[config.mk]
export PLATFORM = sky130hd
export DESIGN_NAME = bilinear_block_fit_check
export DESIGN_NICKNAME = d
export VERILOG_FILES = /design/src/rtl/core/bfc_pkg.sv /design/src/rtl/core/bfc_div.sv /design/src/rtl/core/bilinear_block_fit_check.sv
export SDC_FILE = /design/constraint.sdc
export NUM_CORES = 1
export LEC_CHECK = 0
export ABC_AREA = 1
export BUFFER_PORTS_ARGS = -buffer_cell sky130_fd_sc_hd__buf_2
export CORE_MARGIN = 4
export CORE_UTILIZATION = 55
export DETAILED_ROUTE_END_ITERATION = 8
export PLACE_DENSITY = 0.75
export SLEW_MARGIN = 5
export SYNTH_ARGS = -nofsm -noshare
export SYNTH_HDL_FRONTEND = slang
export SYNTH_SLANG_ARGS = --single-unit
[constraint.sdc]
create_clock -name i_clk -period 6.03 [get_ports i_clk]
set_input_delay 0.9045 -clock i_clk [delete_from_list [all_inputs] [get_ports i_clk]]
set_output_delay 0.9045 -clock i_clk [all_outputs]
set_load 0.05 [all_outputs]
[src/rtl/core/bfc_pkg.sv]
package bfc_pkg;

    localparam int SPAN_BITS_DEF = 10;
    localparam int GREY_BITS     = 8;
    localparam int CFG_ADDR_BITS = 3;

    localparam logic [CFG_ADDR_BITS-1:0] CFG_ROW_SPAN  = 3'd0;
    localparam logic [CFG_ADDR_BITS-1:0] CFG_COL_SPAN  = 3'd1;
    localparam logic [CFG_ADDR_BITS-1:0] CFG_CORNER_TL = 3'd2;
    localparam logic [CFG_ADDR_BITS-1:0] CFG_CORNER_TR = 3'd3;
    localparam logic [CFG_ADDR_BITS-1:0] CFG_CORNER_BL = 3'd4;
    localparam logic [CFG_ADDR_BITS-1:0] CFG_CORNER_BR = 3'd5;
    localparam logic [CFG_ADDR_BITS-1:0] CFG_TOLERANCE = 3'd6;

    typedef struct packed {
        logic [GREY_BITS-1:0] pixel;
        logic                 marked;
    } t_in_item;

    typedef struct packed {
        logic [GREY_BITS-1:0] predicted;
        logic                 pixel_fits;
        logic                 block_fits;
        logic                 last;
    } t_out_item;

endpackage

[src/rtl/core/bfc_div.sv]
module bfc_div #(
    parameter int NUM_W = 18,
    parameter int DEN_W = 10
) (
    input  logic             i_clk,
    input  logic             i_rst_n,
    input  logic             i_start,
    input  logic [NUM_W-1:0] i_num,
    input  logic [DEN_W-1:0] i_den,
    output logic             o_done,
    output logic [NUM_W-1:0] o_quo,
    output logic             o_rem_nz
);
    localparam int CNT_W = $clog2(NUM_W + 1);

    logic [NUM_W-1:0] r_quo;
    logic [DEN_W:0]   r_rem;
    logic [DEN_W-1:0] r_den;
    logic [CNT_W-1:0] r_cnt;
    logic             r_busy;
    logic             r_done;

    logic [DEN_W:0]   rem_shift;
    logic             take;

    // one quotient bit per cycle, restoring
    assign rem_shift = {r_rem[DEN_W-1:0], r_quo[NUM_W-1]};
    assign take      = (rem_shift >= {1'b0, r_den});

    always_ff @(posedge i_clk) begin
        if (!i_rst_n) begin
            r_busy <= 1'b0;
            r_done <= 1'b0;
            r_cnt  <= '0;
        end else begin
            r_done <= 1'b0;
            if (i_start) begin
                r_quo  <= i_num;
                r_rem  <= '0;
                r_den  <= i_den;
                r_cnt  <= CNT_W'(NUM_W);
                r_busy <= 1'b1;
            end else if (r_busy) begin
                r_quo <= {r_quo[NUM_W-2:0], take};
                r_rem <= take ? (rem_shift - {1'b0, r_den}) : rem_shift;
                r_cnt <= r_cnt - CNT_W'(1);
                if (r_cnt == CNT_W'(1)) begin
                    r_busy <= 1'b0;
                    r_done <= 1'b1;
                end
            end
        end
    end

    assign o_done   = r_done;
    assign o_quo    = r_quo;
    assign o_rem_nz = |r_rem;

endmodule

[src/rtl/core/bilinear_block_fit_check.sv]
// Bilinear block fit check. Program the spans, four corners and tolerance
// through the write port while the block is idle, then stream the block's
// pixels in raster order; each pixel gives one item with its prediction,
// its own fit flag, the running block verdict and a last flag, after which
// position and verdict return to the top left for the next block. Each pixel
// takes three interpolations (left edge, right edge, then across the row),
// all run on one shared restoring divider that yields one quotient bit per
// cycle. The input is stalled until the pixel's item is finished and taken
// into the output register; the result sits there so the next pixel can be
// taken while it waits, and a finished item that finds that register still
// full holds until it drains.
module bilinear_block_fit_check #(
    parameter int SPAN_BITS = bfc_pkg::SPAN_BITS_DEF
) (
    input  logic                                  i_clk,
    input  logic                                  i_rst_n,
    input  logic                                  i_in_valid,
    output logic                                  o_in_stall,
    input  bfc_pkg::t_in_item                     i_in_item,
    output logic                                  o_out_valid,
    input  logic                                  i_out_stall,
    output bfc_pkg::t_out_item                    o_out_item,
    input  logic                                  i_cfg_we,
    input  logic [bfc_pkg::CFG_ADDR_BITS-1:0]     i_cfg_addr,
    input  logic [(SPAN_BITS > bfc_pkg::GREY_BITS ? SPAN_BITS
                   : bfc_pkg::GREY_BITS)-1:0]     i_cfg_data
);
    import bfc_pkg::*;

    localparam int NUM_W = GREY_BITS + SPAN_BITS;

    typedef enum logic [1:0] {ST_IDLE, ST_START, ST_WAIT, ST_FINISH} t_state;
    typedef enum logic [1:0] {PH_LEFT, PH_RIGHT, PH_PRED} t_phase;

    t_state r_state;
    t_phase r_phase;

    logic [SPAN_BITS-1:0] r_row_span, r_col_span;
    logic [GREY_BITS-1:0] r_tl, r_tr, r_bl, r_br, r_tol;

    logic [SPAN_BITS-1:0] r_row_off, r_col_off;
    logic                 r_verdict;
    logic [GREY_BITS-1:0] r_left, r_right, r_pred;
    logic [GREY_BITS-1:0] r_pixel;
    logic                 r_marked;

    logic       r_out_valid;
    t_out_item  r_out_item;

    // shared interpolation operands
    logic [GREY_BITS-1:0] op_a, op_b;
    logic [SPAN_BITS-1:0] op_k, op_s, k_sat;
    logic                 neg;
    logic [GREY_BITS:0]   diff;
    logic [GREY_BITS-1:0] mag;
    logic [NUM_W-1:0]     product;

    logic                 div_done, div_rem_nz;
    logic [NUM_W-1:0]     div_quo;
    logic [GREY_BITS-1:0] q, lerp_res;

    logic [GREY_BITS-1:0] abs_err;
    logic                 fits, row_end, last, out_free, out_load;

    always_comb begin
        case (r_phase)
            PH_LEFT: begin
                op_a = r_tl; op_b = r_bl; op_k = r_row_off; op_s = r_row_span;
            end
            PH_RIGHT: begin
                op_a = r_tr; op_b = r_br; op_k = r_row_off; op_s = r_row_span;
            end
            default: begin
                op_a = r_left; op_b = r_right; op_k = r_col_off; op_s = r_col_span;
            end
        endcase
    end

    assign k_sat   = (op_k > op_s) ? op_s : op_k;
    assign diff    = {1'b0, op_b} - {1'b0, op_a};
    assign neg     = diff[GREY_BITS];
    assign mag     = neg ? GREY_BITS'(-diff) : diff[GREY_BITS-1:0];
    assign product = NUM_W'(mag) * NUM_W'(k_sat);

    bfc_div #(
        .NUM_W(NUM_W),
        .DEN_W(SPAN_BITS)
    ) u_div (
        .i_clk    (i_clk),
        .i_rst_n  (i_rst_n),
        .i_start  (r_state == ST_START),
        .i_num    (product),
        .i_den    (op_s),
        .o_done   (div_done),
        .o_quo    (div_quo),
        .o_rem_nz (div_rem_nz)
    );

    // floor toward minus infinity: round the magnitude up when negative
    assign q = div_quo[GREY_BITS-1:0];
    always_comb begin
        if (op_s == '0) begin
            lerp_res = op_a;
        end else if (neg) begin
            lerp_res = op_a - q - GREY_BITS'(div_rem_nz);
        end else begin
            lerp_res = op_a + q;
        end
    end

    assign abs_err  = (r_pixel >= r_pred) ? (r_pixel - r_pred) : (r_pred - r_pixel);
    assign fits     = !r_marked && (abs_err <= r_tol);
    assign row_end  = (r_col_off >= r_col_span);
    assign last     = row_end && (r_row_off >= r_row_span);
    assign out_free = !r_out_valid || !i_out_stall;
    assign out_load = (r_state == ST_FINISH) && out_free;

    always_ff @(posedge i_clk) begin
        if (!i_rst_n) begin
            r_row_span <= '0;
            r_col_span <= '0;
            r_tl       <= '0;
            r_tr       <= '0;
            r_bl       <= '0;
            r_br       <= '0;
            r_tol      <= '0;
        end else if (i_cfg_we) begin
            unique case (i_cfg_addr)
                CFG_ROW_SPAN:  r_row_span <= i_cfg_data[SPAN_BITS-1:0];
                CFG_COL_SPAN:  r_col_span <= i_cfg_data[SPAN_BITS-1:0];
                CFG_CORNER_TL: r_tl       <= i_cfg_data[GREY_BITS-1:0];
                CFG_CORNER_TR: r_tr       <= i_cfg_data[GREY_BITS-1:0];
                CFG_CORNER_BL: r_bl       <= i_cfg_data[GREY_BITS-1:0];
                CFG_CORNER_BR: r_br       <= i_cfg_data[GREY_BITS-1:0];
                CFG_TOLERANCE: r_tol      <= i_cfg_data[GREY_BITS-1:0];
                default: ;
            endcase
        end
    end

    always_ff @(posedge i_clk) begin
        if (!i_rst_n) begin
            r_state     <= ST_IDLE;
            r_phase     <= PH_LEFT;
            r_row_off   <= '0;
            r_col_off   <= '0;
            r_verdict   <= 1'b1;
            r_out_valid <= 1'b0;
        end else begin
            if (out_load) begin
                r_out_valid <= 1'b1;
            end else if (r_out_valid && !i_out_stall) begin
                r_out_valid <= 1'b0;
            end
            unique case (r_state)
                ST_IDLE: begin
                    if (i_in_valid) begin
                        r_pixel  <= i_in_item.pixel;
                        r_marked <= i_in_item.marked;
                        r_phase  <= PH_LEFT;
                        r_state  <= ST_START;
                    end
                end
                ST_START: begin
                    r_state <= ST_WAIT;
                end
                ST_WAIT: begin
                    if (div_done) begin
                        unique case (r_phase)
                            PH_LEFT: begin
                                r_left  <= lerp_res;
                                r_phase <= PH_RIGHT;
                                r_state <= ST_START;
                            end
                            PH_RIGHT: begin
                                r_right <= lerp_res;
                                r_phase <= PH_PRED;
                                r_state <= ST_START;
                            end
                            default: begin
                                r_pred  <= lerp_res;
                                r_state <= ST_FINISH;
                            end
                        endcase
                    end
                end
                ST_FINISH: begin
                    // hold until the output register can take the item
                    if (out_free) begin
                        r_out_item.predicted   <= r_pred;
                        r_out_item.pixel_fits  <= fits;
                        r_out_item.block_fits  <= r_verdict & fits;
                        r_out_item.last        <= last;
                        if (last) begin
                            r_row_off <= '0;
                            r_col_off <= '0;
                            r_verdict <= 1'b1;
                        end else if (row_end) begin
                            r_col_off <= '0;
                            r_row_off <= r_row_off + SPAN_BITS'(1);
                            r_verdict <= r_verdict & fits;
                        end else begin
                            r_col_off <= r_col_off + SPAN_BITS'(1);
                            r_verdict <= r_verdict & fits;
                        end
                        r_state <= ST_IDLE;
                    end
                end
                default: r_state <= ST_IDLE;
            endcase
        end
    end

    assign o_in_stall  = (r_state != ST_IDLE);
    assign o_out_valid = r_out_valid;
    assign o_out_item  = r_out_item;

endmodule

Word level (Yosys, flattened, before mapping)
Cells that the tools add are included.
Widths: inputs -> output; s select.
Storage, ports and cells
  register bits after elaboration: 176
  bits of input ports: 27
  output and inout port bits: 13
  logic and storage cells: 140
Operators by class
  add/subtract/negate cells: 11
  $mul: 1
  $lt $le $gt $ge: 6
  equality and inequality tests: 15
  multiplexer cells: 35
  bitwise gates (word level): 4
  reductions and logical operators: 39
Operator list (number)
  $mux 10: 7
  $mux 18: 2
  $mux 8: 4
  $pmux 8 s2: 2
  $sub 8x8->8: 3
  $mux 11: 2
  $add 10x1->10 const B: 2
  $ge 10x10->1: 2
  $reduce_and 2->1: 10
  $mul 8x10->18: 1
  $reduce_and 4->1: 4
  $mux 2: 6
  $reduce_and 3->1: 4
  $ge 11x10->1: 1
  $reduce_or 11->1: 1
  $sub 11x10->11: 1
  $gt 10x10->1: 1
  $logic_not 10->1: 1
  $mux 5: 2
  $reduce_bool 2->1: 5
  $eq 3x3->1 const B: 3
  $sub 8x8->9: 1
  $add 8x8->8: 1
  $ge 8x8->1: 1
  other kinds (24): 44

Depth between registers and ports, before layout
Gate-level depths: netlist of the first run.
  depth after elaboration: 7
  mapped depth: 39
  mapped depth without buffers: 37

Cells and area by module
From an unflattened synthesis of the first run, not the netlist that was laid out.
Unflattened totals
  cells, all modules: 1785
  area, all modules: 13578.0 µm²
By module, submodules not included
  bilinear_block_fit_check: times used 1, cells each 1476, area each 10983.0 µm², seq. area each 3042.9 µm²
  bfc_div: times used 1, cells each 309, area each 2595.0 µm², seq. area each 1311.3 µm²

Least setup slack after synthesis of the first run
OpenSTA, ideal clock, no wires.
  kind: register to register
  start: reg r_phase[1]
  end: reg u_div.r_quo[14], in the netlist u_div.o_quo[14], data pin
  library setup time: 0.269 ns
  arrival time: 6.426 ns
  setup slack: -0.665 ns
  stages on the path, launching flop included: 35
  clock period less this slack: 6.695 ns
  cell sequence: dfxtp_1 > buf_6 > buf_2 > buf_2 > a22o_1 > a21oi_1 > ha_1 > fa_1 > nor2_1 > nand3_1 > nand2_1 > nand4_1 > nand2_2 > inv_4 > buf_6 > nand2_4 > nand2_8 > nand2_2 > nand2_1 > fa_1 > fa_1 > inv_1 > fa_1 > inv_1 > fa_1 > inv_1 > ha_1 > inv_1 > o21bai_1 > a21oi_1 > o21ai_0 > a21boi_0 > o21ai_0 > xor2_1 > o21ai_0
On the way
  word-level cells in the longest chain between the ends: 7
  elaborated cells on any way between the ends: 14
  classes of those cells: add/sub (2); mul (1); order compare (1); eq/ne (1); mux (7); reduce/logical (2)
Ends and longest elaborated chain
  from (decl): RTL line bilinear_block_fit_check.sv:36  | t_phase r_phase;
  from (signal assigned): RTL line bilinear_block_fit_check.sv:144  | r_phase <= PH_LEFT;
  from (signal assigned): RTL line bilinear_block_fit_check.sv:160  | r_phase <= PH_LEFT;
  from (signal assigned): RTL line bilinear_block_fit_check.sv:172  | r_phase <= PH_RIGHT;
  $eq 2x1->1 / $logic_not 2->1 (equally long branches): RTL line bilinear_block_fit_check.sv:66  | case (r_phase)
  $pmux 8 s2 / $reduce_or 2->1 (equally long branches)
  $sub 8x8->9 / $mux 10 (equally long branches): RTL line bilinear_block_fit_check.sv:80, bilinear_block_fit_check.sv:66
  $neg 8->8 / $gt 10x10->1 (equally long branches): RTL line bilinear_block_fit_check.sv:82, bilinear_block_fit_check.sv:79
  $mux 8 / $mux 10 (equally long branches): RTL line bilinear_block_fit_check.sv:82, bilinear_block_fit_check.sv:79
  $mul 8x10->18 *: RTL line bilinear_block_fit_check.sv:83  | assign product = NUM_W'(mag) * NUM_W'(k_sat);
  $mux 18 *: RTL line bfc_div.sv:37  | if (i_start) begin
  to (signal assigned): RTL line bfc_div.sv:38  | r_quo <= i_num;
  to (signal assigned): RTL line bfc_div.sv:44  | r_quo <= {r_quo[NUM_W-2:0], take};
  to (decl): RTL line bfc_div.sv:16  | logic [NUM_W-1:0] r_quo;
Mark *: on every way between the ends. The rest lies on a longest branch, timed or not.
A chain may end at the register's enable or synchronous reset.

Worst setup path in the final report of the first run
  start: reg r_phase[1]
  end: reg u_div.r_quo[10], in the netlist u_div.o_quo[10], data pin
The elaborated chain is that of the path after synthesis.

==> results of run 1 <==
## power breakdown
part           internal [mW]  switching [mW]  leakage, nW
clock                  0.601           0.523        0.283
sequential              1.35          0.0440         1.52
combinational          0.518           0.741         5.81
total                   2.46            1.31         7.62
## area by class of cell
| type | instances | area (um2) |
|---|---|---|
| clock buffers | 22 | 496.7 |
| clock inverters | 10 | 88.84 |
| fillers | 1799 | 7092 |
| inverters | 291 | 1115 |
| multi-input cells | 1167 | 8207 |
| flip-flops and latches | 176 | 4359 |
| well taps | 319 | 399.1 |
| repair buffers | 251 | 1847 |
| repair inverters | 1 | 8.758 |
## worst min-delay path by stage
stage / slack, ps / start / end
after floorplan: 420 / r_tr[4] / r_tr[4]
after global placement: 440 / r_pred[7] / o_out_item[10]
after detailed placement: 440 / r_pred[7] / o_out_item[10]
after CTS: 460 / r_bl[1] / r_bl[1]
after global routing: 480 / r_bl[2] / r_bl[2]
final: 460 / r_tol[2] / r_tol[2]
## tightest hold or removal path: stages, from the launching register on
cell and delay [ps]:
sky130_fd_sc_hd__dfxtp_1 300, sky130_fd_sc_hd__inv_1 70, sky130_fd_sc_hd__a21oi_1 60
## stage by stage
stage / std cells / setup TNS (ps) / util, % / hold slack (ps)
6_report: 2237 / -480.6 / 69.97 / 463.3
4_1_cts: 2219 / -182.7 / 67.85 / 463.4
2_1_floorplan: 1667 / -27.92 / - / 423.7
3_5_place_dp: 2159 / -1723 / 63.69 / 436.1
5_1_grt: 2237 / -3274 / 69.97 / 481.1
3_3_place_gp: 2159 / -1006 / 63.69 / 436.6
## flip-flops by register name, indices dropped and copies added, names as in the netlist, 2 cells and up
| register | flops |
|---|---|
| r_pred | 8 |
| r_right | 8 |
| u_div.r_cnt | 5 |
| r_col_off | 10 |
| r_state | 2 |
| u_div.r_den | 10 |
| r_tr | 8 |
| r_left | 8 |
| r_row_off | 10 |
| o_out_item | 11 |
| r_br | 8 |
| r_phase | 2 |
| r_tl | 8 |
| r_col_span | 10 |
| r_tol | 8 |
| r_row_span | 10 |
| r_bl | 8 |
| u_div.o_quo | 18 |
| r_pixel | 8 |
| u_div.r_rem | 11 |
## cells in the mapped netlist, types with 4 or more instances
cell type / instances / area [um2]
sky130_fd_sc_hd__a21oi_2: 9 / 78.83
sky130_fd_sc_hd__nor2_2: 8 / 50.05
sky130_fd_sc_hd__xnor2_1: 18 / 157.7
sky130_fd_sc_hd__o21a_1: 7 / 52.55
sky130_fd_sc_hd__a21oi_1: 120 / 600.6
sky130_fd_sc_hd__a31oi_1: 5 / 31.28
sky130_fd_sc_hd__dfxtp_1: 93 / 1862
sky130_fd_sc_hd__nor3_1: 15 / 75.07
sky130_fd_sc_hd__nand2_2: 14 / 87.58
sky130_fd_sc_hd__or2_2: 4 / 25.02
sky130_fd_sc_hd__nand3_1: 57 / 285.3
sky130_fd_sc_hd__edfxtp_1: 83 / 2492
sky130_fd_sc_hd__fa_1: 55 / 1101
sky130_fd_sc_hd__nand3_2: 5 / 50.05
sky130_fd_sc_hd__a221oi_1: 4 / 35.03
sky130_fd_sc_hd__ha_1: 123 / 1539
sky130_fd_sc_hd__nor2_1: 176 / 660.6
sky130_fd_sc_hd__a21o_1: 4 / 30.03
sky130_fd_sc_hd__nor4_1: 5 / 31.28
sky130_fd_sc_hd__o211ai_1: 4 / 30.03
sky130_fd_sc_hd__o21bai_1: 6 / 45.04
sky130_fd_sc_hd__inv_1: 278 / 1044
sky130_fd_sc_hd__xor2_1: 28 / 245.2
sky130_fd_sc_hd__nand3b_1: 4 / 30.03
sky130_fd_sc_hd__nand2_4: 6 / 67.56
sky130_fd_sc_hd__o22ai_1: 8 / 50.05
sky130_fd_sc_hd__inv_2: 10 / 37.54
sky130_fd_sc_hd__nand4_1: 17 / 106.4
sky130_fd_sc_hd__o21ai_0: 152 / 760.7
sky130_fd_sc_hd__buf_6: 4 / 45.04
sky130_fd_sc_hd__clkbuf_1: 23 / 86.33
sky130_fd_sc_hd__nand2_1: 276 / 1036
## repair_timing
item	4_1_cts	5_1_grt
endpoints found under the setup margin	10	11
buffers inserted	28	17
pin swaps	63	43
cloned	0	1
hold buffers	0	0
resized for setup	68	95
## logic make-up after synthesis
group                      count (synthesis)  synth area share, %
AOI/OAI and AO/OA                        342                14.36
buffers and inverters                    324                9.532
and+or+nand+nor                          598                19.85
adders and majority gates                178                19.93
DFF                                      176                32.88
xor gates and xnor gates                  48                3.373
muxes                                      1              0.07558
## layer usage
layer | track usage [%] | part of all wire [%]
met1 | 35.81 | 42
met2 | 46.85 | 48
met3 | 4.088 | 5.5
met4 | 11.13 | 4.2
met5 | 0 | 0
==> out/results.txt, run 1 <==
Dividing the final minimum period by the clock period gives 102.2%. The largest single stage delay on the critical path is 500 ps. The worst register-to-register path has a setup slack of -130 ps. The final critical delay including setup and external delays works out to 6163 ps.

The number of global-route vias before repair was 11,960; the post-synthesis instance total was 1,667. Counting flops with a built-in enable in the synthesized netlist gives 83. The number of diodes came out at 0.

Before antenna repair, the detailed router went through 6 iterations. The die is 163.2 um wide. The number of synthesized register bits was 176; the overall power was 3.772 mW.

The maximum count of clock buffers along a single path was 2. The checks that failed: setup timing. Type of element launching the critical path: a flop. The initial utilization of the core area, before any placement, comes to 56.09%. A synthesized cell averages 7.945 um2.

The detail route stage leaves a number of antenna-violating nets equal to 0. Across the run, the number of max-cap violations was 0. The tree is rooted in a sky130_fd_sc_hd__clkbuf_16. For the final critical-path setup slack, the log shows -133.3 ps. The top cell types in the final layout, fill and taps aside, are sky130_fd_sc_hd__inv_1, sky130_fd_sc_hd__nand2_1, sky130_fd_sc_hd__buf_4. Measured against its own limit, the worst slew margin works out to 25.55%. The class of the most critical setup path is reg -> reg.

The number of hold violations in the final report is 0, and the overflow left after global routing is 0. The tools report the number of clock sinks seen by CTS as 176. The level count of the clock H-tree is 4, and the floorplan die area is 0.02663 mm2. The tightest min-delay check is of the reg -> reg type.

The tools report the number of max-slew violations in the final report as 0. The flow ran to the end, but the final reports show violations. The critical path ends at u_div.o_quo[10]. The cell row count was 56. Of all nets on the critical path, the largest fanout is 8. The initial antenna violation count is 0. The number of buffers and inverters on the critical path is 16. The highest ir drop seen on vdd is 0.1546 mV. Largest net degree at the start of global routing: 69.

The tools report the worst clock skew as 20.07 ps. The critical path starts at r_phase[1]. The run gives 0.9565 as the placer's final routability congestion estimate. For the proportion of synthesized chip area in sequential cells, the log shows 32.88%. The global-route usage over all layers was 27.70%; the synthesized cell area was 0.01324 mm2. In the synthesized netlist the dominant register cell turns out to be sky130_fd_sc_hd__dfxtp_1.

The cell count along the critical path is 39. Pin placement for this block handled 40 I/O pins. Average detailed-routed wire length per instance: 16.51 um. Counting cells, the worst reg-to-reg path comes to 39. Setup repair after global routing could not meet its margin everywhere.

The final layout contains routed wiring with a total length of 36.94 mm. The logs give 6210 ps for the required time of the critical path and 59.03 mm for the global-route wire length before repair. The tools report the number of DRC markers after the initial detailed-route iteration as 905.

The area growth from synthesis to layout is 24.74%. The tools report the area of the core region as 0.02361 mm2. In this run the critical register-to-register path is captured at u_div.o_quo[10]. TritonCTS built the clock tree.

The leakage component of the power is 7.616 nW, and the number of design rule violations left after detail routing is 0. The number of library cell types mapped by synthesis is 61, and the achievable frequency is 0.1623 GHz. Setup violations remaining at the end of the flow were counted as 8. Input and output buffers added on the ports amount to 39.

Most common cell type on the critical path: sky130_fd_sc_hd__buf_4. Start of the worst register-to-register path: r_phase[1]. After the last flow step, the layout net total stands at 2,110. From bottom edge to top edge, the die measures 163.2 um. The tools report the total clock buffers created by CTS as 17.

The slew at the pin closest to its max-slew limit was 1113 ps. The number of nets produced by synthesis came out at 1,872. The number of cells traversed by the worst hold path is 2.

Cell type group with the largest total delay on the critical path: adder cells. The detailed router placed 12,240 vias in this run. Data on the critical path arrives at its endpoint at 6340 ps.

The later pin in the worst-skew pair is clocked with a latency of 450 ps. Count of synthesis-stage warnings from yosys: 0. Summing all placed instances gives a cell area of 0.01504 mm2. STA classifies the critical path endpoint as a flop. In the synthesized netlist the async set-or-reset flop fraction comes to 0%.

Prior to clock tree synthesis, the placed netlist has a worst setup slack of -247.7 ps. Of the cells placed in the final design, the portion with a size suffix greater than 1 is 24.19%. Cell at the slowest stage of the critical path: sky130_fd_sc_hd__fa_1. Summing all non-filler instances in the final layout gives an area of 0.01652 mm2.

The cell area power density is 228.3 mW/mm2, and the via density per instance is 5.472. Clock-pin slew was measured on the worst setup and hold paths at 70 ps. Detailed placement ended at an HPWL of 27.27 mm.
Note: power is estimated with default switching activity, not from simulation.
==> run 2: changes to the inputs <==
--- a/config.mk
+++ b/config.mk
@@ -14,4 +14,5 @@
 export SLEW_MARGIN = 5
 export SYNTH_ARGS = -nofsm -noshare
 export SYNTH_HDL_FRONTEND = slang
+export SYNTH_HIERARCHICAL = 1
 export SYNTH_SLANG_ARGS = --single-unit
==> run 2 against run 1 <==
  * The flow still finishes with violations (setup timing)
  * Sequential share of layout area increased by 0.23 points
  * Sequential power hardly changed
  * Combinational power fell by 16%
  * Maximum frequency rose by 0.48%
  * Design area shrank 0.88%
  * Final cell count is 3.4% higher
  * Clock-buffer cell count down 3
  * Sequential cell count unchanged
  * Critical endpoint is now u_div/o_quo[13]
  * Largest cell class unchanged
  * Highest routed layer unchanged
==> out/results.txt, run 2 <==
Layout net count: 2,179 (+3.3%). The minimum hold slack came out at 461.9 ps (-1.383 ps). The logs give 27.59 mm (+1.2%) for the sum of net half-perimeters after detailed placement and 1.244 mW (-4.8%) for the switching power of the nets. Setup repair after global routing could not meet its margin everywhere. TritonCTS built the clock tree. Yosys attributes the largest share of cell area to sky130_fd_sc_hd__edfxtp_1, sky130_fd_sc_hd__dfxtp_1, sky130_fd_sc_hd__nand2_1, sky130_fd_sc_hd__ha_1, sky130_fd_sc_hd__fa_1. The number of clock sinks seen by CTS came out at 176 (unchanged).

The tools report the largest net degree at the start of global routing as 72 (+4.3%). For the max-cap violation count, the log shows 0 (unchanged). The share of post-route cells with drive strength above 1 was 20.10% (-4.1 points); the number of max-slew violations in the final report was 0 (unchanged). The largest total area in the synthesized netlist belongs to sky130_fd_sc_hd__edfxtp_1.

The run gives 0.01358 mm2 (+2.5%) as the synthesized cell area. The tools report the count of TritonRoute iterations in the first routing pass as 8 (+2). The total wire length after detailed routing is 36.74 mm (-0.55%), and the share of Yosys cell area claimed by the top area cell type is 18.36% (-0.46 points). The run gives 1,987 (+6.1%) as the number of nets produced by synthesis. The sort of element at the end of the critical path is a flop. For the clock group share of total power, the log shows 31.8% (+2.0 points). For the achievable frequency, the log shows 0.1630 GHz (+0.48%). The highest fanout seen on the critical path is 7 (-1), and the global-route wire length before repair is 60.37 mm (+2.3%). In this run the critical register-to-register path is captured at u_div/o_quo[13]. For the area of the core region, the log shows 0.02432 mm2 (+3.0%). For the I/O pin total, the log shows 40 (unchanged). The run finished, with violations left. The remaining max-slew budget at the tightest pin is 24.56% (-0.99 points). Switching share of power: 34.98% (+0.31 points).

For the global-route usage over all layers, the log shows 27.82% (+0.13 points). The async set-reset flop share out of synthesis is 0% (unchanged). The critical path in this run is classified as reg -> reg.

Via density per instance: 5.430 (-0.77%). The level count of the clock H-tree is 4 (unchanged). The leading cell type in the layout, fill and taps excluded was sky130_fd_sc_hd__nand2_1. The slew at the pin closest to its max-slew limit works out to 1130 ps (+17.70 ps).

The post-synthesis instance total was 1,785 (+7.1%); the floorplan die height was 165.1 um (+1.2%). The quantity of I/O buffers inserted on ports works out to 39 (unchanged). Minimum setup slack among reg-to-reg paths: -100 ps (+30 ps). The leakage component of the power is 7.742 nW (+1.7%), and the number of flip-flops under the largest register name is 18 (unchanged).

The combinational share of power came out at 29.9% (-3.5 points). The classification of the worst-slack hold path was reg -> reg. The count of vias placed by the detailed router is 12,560 (+2.6%), and the starting density of the core is 55.83% (-0.26 points). The tools report the start of the worst register-to-register path as r_phase[1]. The floorplan die area is 0.02726 mm2 (+2.4%), and the number of diodes is 0 (unchanged). The commonest cells after synthesis are sky130_fd_sc_hd__nand2_1, sky130_fd_sc_hd__inv_1, sky130_fd_sc_hd__nor2_1, sky130_fd_sc_hd__o21ai_0, sky130_fd_sc_hd__a21oi_1. The cell row count is 57 (+1.8%), and the final critical delay including setup and external delays is 6134 ps (-29.68 ps).

The tools report the post-cts hold buffer count as 0 (unchanged). The most common cell in the synthesized netlist is sky130_fd_sc_hd__nand2_1. The CTS clock-pin slew for the worst setup and hold paths is 80 ps (about the same), and the post-route antenna net violation count is 0 (unchanged).

The run gives 15.51 ps (-4.566 ps) as the worst clock skew. The startpoint identified for the worst hold timing path is r_tr[4]. The final reports fail on setup timing. The most used flip-flop cell after synthesis is sky130_fd_sc_hd__dfxtp_1. The number of synthesized register bits was 176 (unchanged). The later-pin clock latency in the skew report was 440 ps (about the same). The number of cells on the worst reg-to-reg path was 33 (-15%); the cell area power density was 217.2 mW/mm2 (-4.9%). The initial antenna violation count was 0 (unchanged); the proportion of synthesized chip area in sequential cells was 32.07% (-0.81 points). The average detailed-routed wire length per instance is 15.88 um (-3.9%), and the peak per-stage delay on the critical path is 520 ps (+20 ps). The placer's final routability congestion estimate came out at 0.9612 (+0.49%). The slowest stage of the critical path belongs to the cell sky130_fd_sc_hd__fa_1.

The root buffer cell chosen for the clock tree is sky130_fd_sc_hd__clkbuf_16. Total clock buffers created by CTS: 17 (unchanged). The number of global-route vias before repair was 12,270 (+2.6%). The number of design rule violations left after detail routing came out at 0 (unchanged). The synthesized area per cell came out at 7.607 um2 (-4.3%). The number of setup violations in the final report was 6 (-2).

The tools report the beginning of the critical path as r_phase[1]. By instance count, the cell type seen most on the critical path is sky130_fd_sc_hd__fa_1. The horizontal extent of the die came out at 165.1 um (+1.2%). The critical path ends at u_div/o_quo[13].

The worst setup path is launched from a flop. The count of synthesis-stage warnings from yosys was 6 (+6); the critical path arrival was 6330 ps (about the same). The post-route fraction of the period consumed by the critical path is 101.7% (-0.49 points), and the required time of the critical path is 6230 ps (+20 ps). The tools report the filler cell count in the final layout as 2,015 (+12%).

The final critical-path setup slack was -103.6 ps (+29.68 ps). The number of hold violations in the final report came out at 0 (unchanged). The cell-internal power came out at 2.313 mW (-6.2%).

The tools report the overflow left after global routing as 0 (unchanged). In the layout the commonest cells are sky130_fd_sc_hd__nand2_1, sky130_fd_sc_hd__inv_1, sky130_fd_sc_hd__nor2_1. For the highest ir drop seen on vdd, the log shows 0.1850 mV (+20%).

The run gives -329.7 ps (-82.01 ps) as the placement-stage worst setup slack. The run gives 1,133 (+25%) as the number of DRC markers after the initial detailed-route iteration. From synthesis to final layout, the design area changed by 20.60%. The number of library cell types mapped by synthesis is 59 (-3.3%), and the number of flops mapped to enable cells by yosys is 83 (unchanged). Maximum count of clock buffers along a single path: 2 (unchanged). The tools report the proportion of power drawn by flip-flops and latches as 38.3% (+1.4 points).
## run 2: worst max-delay path: cells and delay by family (launching register included)
kind | cells | cell delay [ps]
fa+ha+maj | 6 | 2490
xor+xnor | 1 | 60
flops | 1 | 470
simple gates | 12 | 1120
compound gates | 5 | 740
buf+inv | 9 | 990
## run 2: what timing repair did
action,in CTS,in global routing
gates cloned,1,0
resized for setup,74,45
setup endpoints to repair,10,11
pin swaps,36,22
buffers inserted,11,10
## run 2: worst min-delay path by stage
stage | depth (start not counted) | slack, ps | endpoint
after CTS | 2 | 450 | r_tr[4]
after floorplan | 2 | 420 | r_tr[7]
after global routing | 2 | 490 | r_tr[4]
final | 2 | 460 | r_tr[4]
after global placement | 2 | 440 | r_tr[4]
after detailed placement | 2 | 440 | r_tr[4]
## run 2: power by group through the flow
stage | logic [mW] | clock network, mW | registers, mW
final | 1.06 | 1.13 | 1.36
after global routing | 1.18 | 1.19 | 1.37
after CTS | 1.00 | 1.14 | 1.36
after detailed placement | 0.945 | 0 | 1.39
after global placement | 0.924 | 0 | 1.39
after floorplan | 0.635 | 0 | 1.38
## run 2: area by class of cell
type / instances / area (um2) / area share (%)
clock buffers: 19 / 454.2 / 2.774
clock inverters: 13 / 142.6 / 0.8710
inverters: 308 / 1164 / 7.106
repair buffers: 206 / 1524 / 9.306
well taps: 324 / 405.4 / 2.476
flip-flops and latches: 176 / 4359 / 26.62
multi-input cells: 1268 / 8327 / 50.85
## run 2: metrics by stage
| stage | total power, mW | cells | area, um2 | setup TNS (ps) | utilization (%) |
|---|---|---|---|---|---|
| global placement | 2.312 | 2261 | 15200 | -778.5 | 62.51 |
| floorplan | 2.016 | 1785 | 13690 | -149.3 | - |
| global route | 3.737 | 2314 | 16380 | -2956 | 67.34 |
| detailed placement | 2.335 | 2261 | 15200 | -1651 | 62.51 |
| finish | 3.557 | 2314 | 16380 | -343.8 | 67.34 |
| CTS | 3.508 | 2305 | 16150 | -41.78 | 66.41 |
## run 2: kinds of logic after synthesis
group	share of synthesized area, %
AO/OA/AOI/OAI	12.73
XOR/XNOR	2.580
adder cells (fa/ha/maj)	19.17
flip-flops	32.07
buffers and inverters	9.906
AND/OR/NAND/NOR	23.55
## run 2: metal layers
layer | up-vias | GRT usage, % | wire, um
met1 | 5866 | 37.18 | 15800
li1 | 6169 | - | -
met3 | 92 | 4.468 | 2451
met2 | 437 | 46.81 | 17290
met4 | 0 | 8.129 | 1188
met5 | - | 0 | 0
==> run 3: changes to the inputs <==
==> constraint.sdc (replaced) <==
create_clock -name i_clk -period 5.4 [get_ports i_clk]
set_input_delay 0.81 -clock i_clk [delete_from_list [all_inputs] [get_ports i_clk]]
set_output_delay 0.81 -clock i_clk [all_outputs]
set_load 0.05 [all_outputs]
==> run 3 against run 2 <==
  * The flow still finishes with violations (setup timing)
  * Global-route usage up 0.81 points
  * Worst setup slack lost 580 ps
  * Utilization up 3.2 points
  * Sequential power up 12%
==> out/results.txt, run 3 (synthesis gave the netlist of run 2 again) <==
The flow ran to the end, but the final reports show violations. The final reports fail on setup timing. The CTS clock-pin slew for the worst setup and hold paths came out at 70 ps (about the same).

Setup repair after global routing could not meet its margin everywhere. The overflow left after global routing is 0 (unchanged), and the area growth from synthesis to final layout is 26.35%. The run gives 25.20% (+0.65 points) as the remaining max-slew budget at the tightest pin. The sort of element at the end of the critical path is a flop.

The via density per instance is 5.434 (about the same), and the total wire length after detailed routing is 38.67 mm (+5.2%). The logs give 0 (unchanged) for the number of hold violations in the final report and 440 ps (about the same) for the later-pin clock latency in the skew report. Number of cells traversed by the worst hold path: 0 (-2). The layout net count is 2,259 (+3.7%). The worst hold path begins at r_pred[7]. For the required time of the critical path, the log shows 5590 ps (-640 ps). The logs give 1,097 (-3.2%) for the number of DRC markers after the initial detailed-route iteration and 0.01716 mm2 (+4.8%) for the cell area after layout. The worst setup path is of the reg -> reg kind. The global-route wire length before repair came out at 61.98 mm (+2.7%).

For hold timing, the worst endpoint is o_out_item[10]. The maximum count of clock buffers along a single path is 2 (unchanged), and the critical path arrival is 6270 ps (-60 ps). The global-route usage over all layers was 28.64% (+0.81 points); the count of vias placed by the detailed router was 13,000 (+3.5%). For the initial antenna violation count, the log shows 0 (unchanged). CTS placed an instance of sky130_fd_sc_hd__clkbuf_16 at the clock tree root. Number of clock sinks seen by CTS: 176 (unchanged). The count of TritonRoute iterations in the first routing pass is 5 (-3). The tools report the area of the core region as 0.02432 mm2 (unchanged). Classification of the worst-slack hold path: reg -> reg.

The final critical delay including setup and external delays was 6087 ps (-46.65 ps). The quantity of I/O buffers inserted on ports was 39 (unchanged); the number of flip-flops under the largest register name was 18 (unchanged). The type of element launching the critical path is a flop. The peak per-stage delay on the critical path came out at 560 ps (+40 ps). The number of global-route vias before repair is 12,620 (+2.8%), and the average detailed-routed wire length per instance is 16.16 um (+1.8%). Leaving out fill and tap cells, the most frequent cell in the layout is sky130_fd_sc_hd__nand2_1. The horizontal extent of the die came out at 165.1 um (unchanged). The run gives 0 (unchanged) as the number of diodes.

The post-route fraction of the period consumed by the critical path works out to 112.7% (+11 points). The highest fanout seen on the critical path works out to 6 (-1). I/O pin total: 40 (unchanged). Standard cell area after detailed placement: 0.01572 mm2 (+3.4%). The filler cell count in the final layout is 1,876 (-6.9%). The total clock buffers created by CTS is 17 (unchanged), and the starting density of the core is 55.83% (unchanged). TritonCTS built the clock tree. The cell area power density was 239.8 mW/mm2 (+10%).

The logs give 0 (unchanged) for the post-route antenna net violation count and 0.2038 mV (+10%) for the highest ir drop seen on vdd. The tools report the achievable frequency as 0.1643 GHz (+0.77%). The minimum hold slack was 455.2 ps (-6.706 ps). The leakage component of the power is 8.148 nW (+5.2%).

The startpoint identified for the worst register-to-register timing path is r_phase[1]. The logs give 46 (-36%) for the largest net degree at the start of global routing and 28.71 mm (+4.1%) for the sum of net half-perimeters after detailed placement. The minimum setup slack among reg-to-reg paths is -690 ps (-580 ps). The placer's final routability congestion estimate is 0.9759 (+1.5%), and the share of post-route cells with drive strength above 1 is 24.55% (+4.5 points). The logs give -687.0 ps (-583.4 ps) for the final critical-path setup slack and 70.55% (+3.2 points) for the final core utilization. In the layout the commonest cells are sky130_fd_sc_hd__nand2_1, sky130_fd_sc_hd__inv_1, sky130_fd_sc_hd__buf_4. For the number of max-slew violations in the final report, the log shows 0 (unchanged). The number of cells on the worst reg-to-reg path was 35 (+6.1%). Level count of the clock H-tree: 4 (unchanged). The tools report the destination of the worst register-to-register timing path as u_div/o_quo[12]. The tools report the cell row count as 57 (unchanged). The run gives 0 (unchanged) as the number of design rule violations left after detail routing. The cell at the slowest stage of the critical path is sky130_fd_sc_hd__fa_1.

The max-cap violation count was 0 (unchanged); the number of setup violations in the final report was 12 (+6). The run gives 15.62 ps (+0.1101 ps) as the worst clock skew. Slew at the pin closest to its max-slew limit: 1118 ps (-12.57 ps). The floorplan die height is 165.1 um (unchanged), and the floorplan die area is 0.02726 mm2 (unchanged).
-- run 3: changes by cell type in the layout (fill, tap and decap cells not counted), moves of 3 or more --
cell	previous run	this run
sky130_fd_sc_hd__inv_8	5	2
sky130_fd_sc_hd__inv_1	279	273
sky130_fd_sc_hd__nand2_2	25	29
sky130_fd_sc_hd__inv_2	25	29
sky130_fd_sc_hd__buf_6	8	12
sky130_fd_sc_hd__o21ai_2	12	17
sky130_fd_sc_hd__nand2_1	389	383
sky130_fd_sc_hd__buf_4	156	228
sky130_fd_sc_hd__clkinv_8	3	0
sky130_fd_sc_hd__buf_12	2	5
sky130_fd_sc_hd__inv_6	2	5
sky130_fd_sc_hd__a21oi_1	110	106
sky130_fd_sc_hd__o21ai_0	99	96
-- run 3: per-stage QoR --
stage,power [mW],std cells,worst slack [ps],setup TNS (ps)
2_1_floorplan,2.254,1785,-676.4,-5001
3_3_place_gp,2.610,2324,-788.5,-7534
3_5_place_dp,2.637,2324,-891.9,-8752
4_1_cts,3.995,2376,-590.6,-5099
5_1_grt,4.313,2393,-936.3,-9028
6_report,4.114,2393,-687.0,-6019
-- run 3: cell type report --
class | count | area, um2 | share of cell area [%]
multi-input cells | 1268 | 8453 | 49.27
flip-flops and latches | 176 | 4359 | 25.41
repair buffers | 286 | 2190 | 12.76
inverters | 308 | 1169 | 6.812
clock buffers | 18 | 429.2 | 2.501
well taps | 324 | 405.4 | 2.363
clock inverters | 13 | 151.4 | 0.8824
-- run 3: worst max-delay path by stage --
stage | startpoint | endpoint | slack (ps) | cells after the start
4_1_cts | r_phase[0] | u_div/o_quo[15] | -590 | 34
6_report | r_phase[1] | u_div/o_quo[12] | -690 | 35
5_1_grt | r_phase[0] | u_div/o_quo[12] | -940 | 35
2_1_floorplan | r_phase[1] | u_div/o_quo[16] | -680 | 32
3_3_place_gp | r_phase[0] | u_div/o_quo[15] | -790 | 35
3_5_place_dp | r_phase[0] | u_div/o_quo[16] | -890 | 33
-- run 3: worst max-delay path, delay by kind of cell (launching register included) --
family	cells	cell delay [ps]
adder cells (fa/ha/maj)	6	2630
AND/OR/NAND/NOR	12	1130
buffers and inverters	11	930
AO/OA/AOI/OAI	5	620
flip-flops	1	410
XOR/XNOR	1	120
-- run 3: layer usage --
layer | up-vias | share of wire, % | GRT usage, %
met3 | 107 | 6.5 | 3.599
met1 | 6030 | 42 | 37.69
met5 | - | 0 | 0
met4 | 0 | 3.2 | 10.13
li1 | 6345 | - | -
met2 | 521 | 48 | 48.74
-- run 3: report_power, final --
| group | total [mW] | internal (mW) | switching, mW | leakage [nW] |
|---|---|---|---|---|
| logic | 1.32 | 0.530 | 0.785 | 6.34 |
| registers | 1.52 | 1.48 | 0.0384 | 1.52 |
| clock network | 1.28 | 0.692 | 0.584 | 0.290 |
-- run 3: what timing repair did --
item / in CTS / in global routing
cloned: 1 / 0
pin swaps: 52 / 24
hold buffers: 0 / 0
endpoints found under the setup margin: 13 / 13
buffers inserted: 20 / 17
resized for setup: 105 / 55
